File: config.mk
export PLATFORM = sky130hd
export DESIGN_NAME = ouvc_div
export DESIGN_NICKNAME = d
export VERILOG_FILES = /design/src/rtl/ouvc_pkg.sv /design/src/rtl/ouvc_div.sv
export SDC_FILE = /design/constraint.sdc
export NUM_CORES = 2
export LEC_CHECK = 0
export ABC_CLOCK_PERIOD_IN_PS = 7800
export BUFFER_PORTS_ARGS = -buffer_cell sky130_fd_sc_hd__buf_2
export CAP_MARGIN = 10
export CORE_MARGIN = 2
export CORE_UTILIZATION = 55
export DETAILED_ROUTE_END_ITERATION = 7
export PLACE_DENSITY_LB_ADDON = 0.1
export RECOVER_POWER = 100
export SLEW_MARGIN = 5
export SYNTH_ARGS = -nofsm -noshare
export SYNTH_HDL_FRONTEND = slang
export SYNTH_SLANG_ARGS = --single-unit
File: constraint.sdc
create_clock -name clk -period 7.8 [get_ports clk]
set_clock_uncertainty 0.2 [all_clocks]
set_input_delay 1.56 -clock clk [delete_from_list [all_inputs] [get_ports clk]]
set_output_delay 1.56 -clock clk [all_outputs]
set_load 0.01 [all_outputs]
File: src/rtl/ouvc_pkg.sv
// Shared constants, codes and types for the octahedral unit-vector codec.
`default_nettype none

package ouvc_pkg;

    localparam int CODE_W     = 16;
    localparam int DIR_W      = 16;
    localparam int UNIT_W     = 16;
    localparam int MAG_W      = 17;
    localparam int SUM_W      = 17;
    localparam int NU_W       = 18;
    localparam int NUM_W      = 35;
    localparam int SQ_W       = 32;
    localparam int NSUM_W     = 34;
    localparam int ROOT_W     = 64;
    localparam int LEN_W      = 32;
    localparam int DVD_W      = 47;
    localparam int DVS_W      = 32;
    localparam int Q_W        = 16;
    localparam int NORM_SHIFT = 30;
    localparam int SQRT_STEPS = 32;
    localparam int DIV_STEPS  = 16;
    localparam int LANES      = 3;

    localparam logic [CODE_W-1:0] CODE_MAX = '1;
    localparam logic [CODE_W-1:0] CODE_MID = CODE_W'(1) << (CODE_W - 1);
    localparam logic [UNIT_W-1:0] UNIT_MAX = '1 >> 1;

    typedef enum logic {
        FUNC_ENCODE = 1'b0,
        FUNC_DECODE = 1'b1
    } func_t;

    typedef struct packed {
        func_t             func;
        logic              zero;
        logic              sa;
        logic              sb;
        logic [CODE_W-1:0] ma;
        logic [CODE_W-1:0] mb;
        logic [NU_W-1:0]   nu_u;
        logic [NU_W-1:0]   nu_v;
        logic [SUM_W-1:0]  s;
    } front_t;

    typedef struct packed {
        func_t             func;
        logic              zero;
        logic              sa;
        logic              sb;
        logic              sc;
        logic [CODE_W-1:0] ma;
        logic [CODE_W-1:0] mb;
        logic [CODE_W-1:0] mc;
        logic [NUM_W-1:0]  num_u;
        logic [NUM_W-1:0]  num_v;
        logic [NU_W-1:0]   den;
    } side_t;

endpackage

`default_nettype wire

File: src/rtl/ouvc_div.sv
// Pipelined restoring divider, one quotient bit per register stage.
`default_nettype none

module ouvc_div
    import ouvc_pkg::*;
(
    input  wire logic             clk,
    input  wire logic             en,
    input  wire logic [DVD_W-1:0] dividend,
    input  wire logic [DVS_W-1:0] divisor,
    output logic      [Q_W-1:0]   quotient
);

    logic [DVD_W-1:0] r_reg [DIV_STEPS];
    logic [DVS_W-1:0] d_reg [DIV_STEPS];
    logic [Q_W-1:0]   q_reg [DIV_STEPS];

    for (genvar k = 0; k < DIV_STEPS; k++) begin : g_step
        logic [DVD_W-1:0] r_in;
        logic [DVS_W-1:0] d_in;
        logic [Q_W-1:0]   q_in;
        logic [DVD_W-1:0] shifted;
        logic             ge;
        logic [DVD_W-1:0] r_next;
        logic [Q_W-1:0]   q_next;

        if (k == 0) begin : g_first
            assign r_in = dividend;
            assign d_in = divisor;
            assign q_in = '0;
        end
        else begin : g_rest
            assign r_in = r_reg[k-1];
            assign d_in = d_reg[k-1];
            assign q_in = q_reg[k-1];
        end

        always_comb
        begin
            shifted = DVD_W'(d_in) << (DIV_STEPS - 1 - k);
            ge      = (r_in >= shifted);
            r_next  = ge ? (r_in - shifted) : r_in;
            q_next  = ge ? (q_in | (Q_W'(1) << (DIV_STEPS - 1 - k))) : q_in;
        end

        always_ff @(posedge clk)
        begin
            if (en)
            begin
                r_reg[k] <= r_next;
                d_reg[k] <= d_in;
                q_reg[k] <= q_next;
            end
        end
    end

    assign quotient = q_reg[DIV_STEPS-1];

endmodule

`default_nettype wire

=== After elaboration in Yosys (flattened, before gate mapping) ===
Memories as Yosys holds them, arrays and structs flattened.
Cells that the tools add are included.

* Register bits: 0
* RAM bits: 1,520
* Bits of input ports: 81
* Logic and storage cells: 69
* Memories: 3

* Add/sub/neg operators: 16
* $lt $le $gt $ge: 16
* Muxes and demuxes: 34

{| class="wikitable"
|+ Memories
! name !! words !! width !! rd ports !! clocked after memory_dff !! wr ports !! RTL line !! text
|-
| r_reg || 16 || 47 || 15 || 0 || 16 || ouvc_div.sv:14 || <nowiki>logic [DVD_W-1:0] r_reg [DIV_STEPS];</nowiki>
|-
| d_reg || 16 || 32 || 15 || 0 || 16 || ouvc_div.sv:15 || <nowiki>logic [DVS_W-1:0] d_reg [DIV_STEPS];</nowiki>
|-
| q_reg || 16 || 16 || 16 || 0 || 16 || ouvc_div.sv:16 || <nowiki>logic [Q_W-1:0] q_reg [DIV_STEPS];</nowiki>
|}

{| class="wikitable"
|+ Operator list
! cell !! number
|-
| $mux W47 || 16
|-
| $ge A47 B32 Y1 || 1
|-
| $ge A47 B33 Y1 || 1
|-
| $ge A47 B34 Y1 || 1
|-
| $ge A47 B35 Y1 || 1
|-
| $ge A47 B36 Y1 || 1
|-
| $ge A47 B37 Y1 || 1
|-
| $ge A47 B38 Y1 || 1
|-
| $ge A47 B39 Y1 || 1
|-
| $ge A47 B40 Y1 || 1
|-
| $ge A47 B41 Y1 || 1
|-
| $ge A47 B42 Y1 || 1
|-
| $ge A47 B43 Y1 || 1
|-
| $ge A47 B44 Y1 || 1
|-
| $ge A47 B45 Y1 || 1
|-
| $ge A47 B46 Y1 || 1
|-
| $ge A47 B47 Y1 || 1
|-
| $sub A47 B32 Y47 || 1
|-
| $sub A47 B33 Y47 || 1
|-
| $sub A47 B34 Y47 || 1
|-
| $sub A47 B35 Y47 || 1
|-
| $sub A47 B36 Y47 || 1
|-
| $sub A47 B37 Y47 || 1
|-
| $sub A47 B38 Y47 || 1
|-
| other kinds (25) || 27
|}

=== Logic depth before layout (Yosys ltp) ===
An unclocked memory read counts as a cell.

* Word-level depth: 3
* Gate-level depth with buffers: 17
* Gate-level depth less buffers: 14

=== Worst setup path after synthesis ===
No wires, ideal clock.

* Path kind: in2reg
* Start: input dividend[15]
* End: memory r_reg[0][16] (data pin)
* Setup time: 260 ps
* Arrival time: 4,438 ps
* Path slack: 2,902 ps
* Cell stages on the path: 14
* Buffers on the path: 1
* Cells stage by stage: inv_1 > ha_1 > inv_1 > fa_1 > a21oi_1 > o21ai_0 > a2111oi_2 > nor4_1 > nor4b_1 > o31a_1 > o21ai_0 > o21ai_1 > buf_2 > mux2_2

{| class="wikitable"
|+ RTL lines
! what !! RTL line !! text
|-
| start, declared || ouvc_div.sv:9 || <nowiki>input wire logic [DVD_W-1:0] dividend,</nowiki>
|-
| end, declared || ouvc_div.sv:14 ||
|}

==> flow_metrics.py <==
metrics = {
    "outcome": {
        "status": "complete, but fails checks",
        "violations": "capacitance limit, slew limit",
    },
    "route": {
        "viasPerCell": 5.73,
        "drt_iter0_drc": 2647,
        "drtPass1Iterations": 6,
        "antenna_left": 0,
        "post_drt_wl_per_cell_um": 19.0,
        "vias": 50500,
        "wl_um": 167000,
        "drc": 0,
    },
    "timing": {
        "max_slew_margin": -1.38,
        "tns_ps": 0,
        "timing_hold_violations_final": 0,
        "fin_crit_ps": 6420,
        "tightest_slew_ps": 3560,
        "rsz0062_at_grt": "no",
        "setup_viol": 0,
        "fin_crit_sh": 0.824,
        "slew_violations": 1108,
        "max_freq_ghz": 0.156,
    },
    "final_layout": {
        "largest_reg_flops": 705,
        "regArea_um2": 39700,
        "syn_to_final_growth_pct": 9.11,
        "n_antenna_cell": 0,
        "fin_cells": 8805,
        "drive_gt1_frac": 0.0625,
        "num-fill-cells": 10900,
        "multi_input_area_um2": 32100,
        "final_nets": 7521,
    },
    "grt": {
        "first_global_vias": 51600,
        "grt_pass1_wl_um": 264000,
        "gr-usage-all-layers": 0.240,
        "overflow": 0,
        "grt_use_met3": 0.0297,
        "grt_max_degree": 179,
        "globalRouteMet1Util": 0.221,
        "antenna_found_initial": 0,
        "top_usage_layer": "met2",
        "grtUsageMet2": 0.481,
    },
    "yosys": {
        "ys.flop_type": "edfxtp_1",
        "syn_inst": 6800,
        "syn-cell-area_um2": 74900,
        "ys_top_cells_by_area": "edfxtp_1, ha_1, a21oi_1",
        "yosysMostFrequentCell": "edfxtp_1",
        "synth-edff-count": 1321,
        "synthArstFlopShare": 0,
        "synth_top_area_share": 0.529,
        "synth.avg_cell_area_um2": 11.0,
        "ys_ff_latch": 1321,
        "netlist_top_cells_count": "edfxtp_1, inv_1, nand2_1, a21oi_1, ha_1",
        "yosys_warnings": 0,
        "synth_seq_area_share": 0.529,
        "syn_nets": 7408,
        "synth.distinct_cells": 101,
        "synth_largest_area_cell": "edfxtp_1",
    },
    "clocking": {
        "cts-root-buf": "clkbuf_16",
        "path_clk_slew_ps": 60,
        "cts_hold_buffers": 0,
        "cts_made_buffers": 148,
        "cts_tree": "built",
        "htreeDepth": 4,
        "cts_setup_buffers": 0,
        "clk_latency_ps": 790,
        "clk_path_buf_depth": 3,
        "clock_sinks": 1321,
        "cts_resized": 0,
    },
    "power": {
        "power.internal_mw": 19.4,
        "p_seq_frac": 0.372,
        "power_frac_comb": 0.409,
        "total_leakage_power_nw": 32.4,
        "clock_power_share": 0.219,
        "irDropWorstVdd_v": 0.000242,
        "switching_share": 0.362,
        "power_density_nw_per_um2": 371,
        "power_switching_mw": 11.0,
    },
    "setup_path": {
        "r2r-start": "r_reg[0][274]",
        "critPathCaptureType": "flop",
        "critical_path.cell_chain": "clkbuf_1, inv_1, ha_1, inv_1, fa_1, a21oi_1, o21ai_0, a2111oi_0, nor4_1, nor4b_1, o31a_1, o21ai_0, o21ai_0, buf_4, mux2_2",
        "reg2reg_depth": 12,
        "slowest_stage": "a2111oi_0",
        "r2r_setup_slack_ps": 1660,
        "cpMostUsedCell": "o21ai_0",
        "cp_data_required_time_ps": 8120,
        "cp-start-kind": "primary input",
        "cp_max_fo": 46,
        "worstPathArrival_ps": 6750,
        "r2r-end": "r_reg[0][327]",
        "path_class": "in -> reg",
        "max_stage_delay_ps": 1120,
    },
    "die": {
        "num_rows": 135,
        "initial_core_util": 0.554,
        "ios": 97,
        "die_h_um": 373,
        "coreArea_um2": 135000,
        "die_area_um2": 139000,
        "die_width_um": 373,
    },
    "min_path": {
        "holdPathStages": 0,
        "hold_start": "q_reg[1][58]",
        "min_to": "q_reg[1][74]",
        "hold_path_class": "reg -> reg",
    },
    "placement": {
        "place_congestion": 0.999,
        "port_buffers": 96,
        "dp_cells": 8544,
        "dp_hpwl_um": 129000,
    },
    "flow_run": {
        "max_cap_viol_count": 17,
    },
}
-- power by group through the flow --
stage / Clock (mW) / Sequential, mW / Combinational [mW]
after floorplan: 0 / 11.0 / 9.60
after global routing: 7.13 / 11.5 / 13.8
after CTS: 6.83 / 11.3 / 12.4
final: 6.65 / 11.3 / 12.4
after global placement: 0 / 11.4 / 12.2
after detailed placement: 0 / 11.4 / 12.4
-- logic make-up after synthesis --
kind of cell	share of synthesized area
AO/OA/AOI/OAI	0.154
XOR/XNOR	0.0579
adder cells (fa/ha/maj)	0.0895
buffers and inverters	0.0419
flip-flops	0.529
multiplexers	0.0199
AND/OR/NAND/NOR	0.108
-- stage by stage --
stage / power, mW / area [µm²] / utilization / hold slack (ps) / setup WS (ps)
CTS: 30.5 / 82100 / 0.607 / 215 / 2410
global placement: 23.5 / 77500 / 0.572 / 201 / 1630
detailed placement: 23.8 / 77500 / 0.572 / 205 / 1580
floorplan: 20.6 / 74900 / - / 200 / 2900
finish: 30.4 / 81800 / 0.604 / 214 / 1380
global route: 32.4 / 81800 / 0.604 / 221 / 1160
-- layout by cell type, fill, tap and decap left out, drive strengths merged, types with 61 or more instances in the layout --
cell       n
a211oi    64
a21o     290
a21oi    532
buf       64
clkbuf   251
clkinv    66
edfxtp  1321
ha       512
inv      647
mux2     120
nand2    534
nand2b    74
nand3    126
nand4     96
nor2     405
nor2b     61
nor3     100
nor4      63
o21a      75
o21ai    482
xnor2    292
xor2     203
-- critical path, delay by kind of cell --
| family | cells | cell delay, ps |
|---|---|---|
| AOI/OAI and AO/OA | 6 | 2610 |
| adders and majority gates | 2 | 560 |
| buffers and inverters | 4 | 750 |
| muxes | 1 | 390 |
| and+or+nand+nor | 2 | 820 |
-- worst max-delay path by stage --
stage | from | slack (ps) | cells past startpoint | endpoint
after floorplan | dividend[15] | 2900 | 14 | r_reg[0][16]
after global placement | dividend[15] | 1630 | 15 | r_reg[0][16]
after detailed placement | dividend[15] | 1580 | 15 | r_reg[0][24]
after CTS | dividend[15] | 2410 | 15 | r_reg[0][16]
after global routing | en | 1160 | 2 | d_reg[1][194]
final | dividend[15] | 1380 | 15 | r_reg[0][16]
-- layer usage --
layer | vias up | part of all wire
met4 | 0 | 0.076
li1 | 25300 | -
met1 | 23600 | 0.34
met3 | 483 | 0.028
met5 | - | 0
met2 | 1132 | 0.55
-- cell type report --
| type | count | area share |
|---|---|---|
| sequential | 1321 | 0.485 |
| multi-input combinational | 4661 | 0.392 |
| clock buffer | 176 | 0.0466 |
| inverter | 642 | 0.0295 |
| tap | 1781 | 0.0273 |
| clock inverter | 85 | 0.0108 |
| timing repair buffer | 139 | 0.00854 |
(Power assumes the default switching activity.)
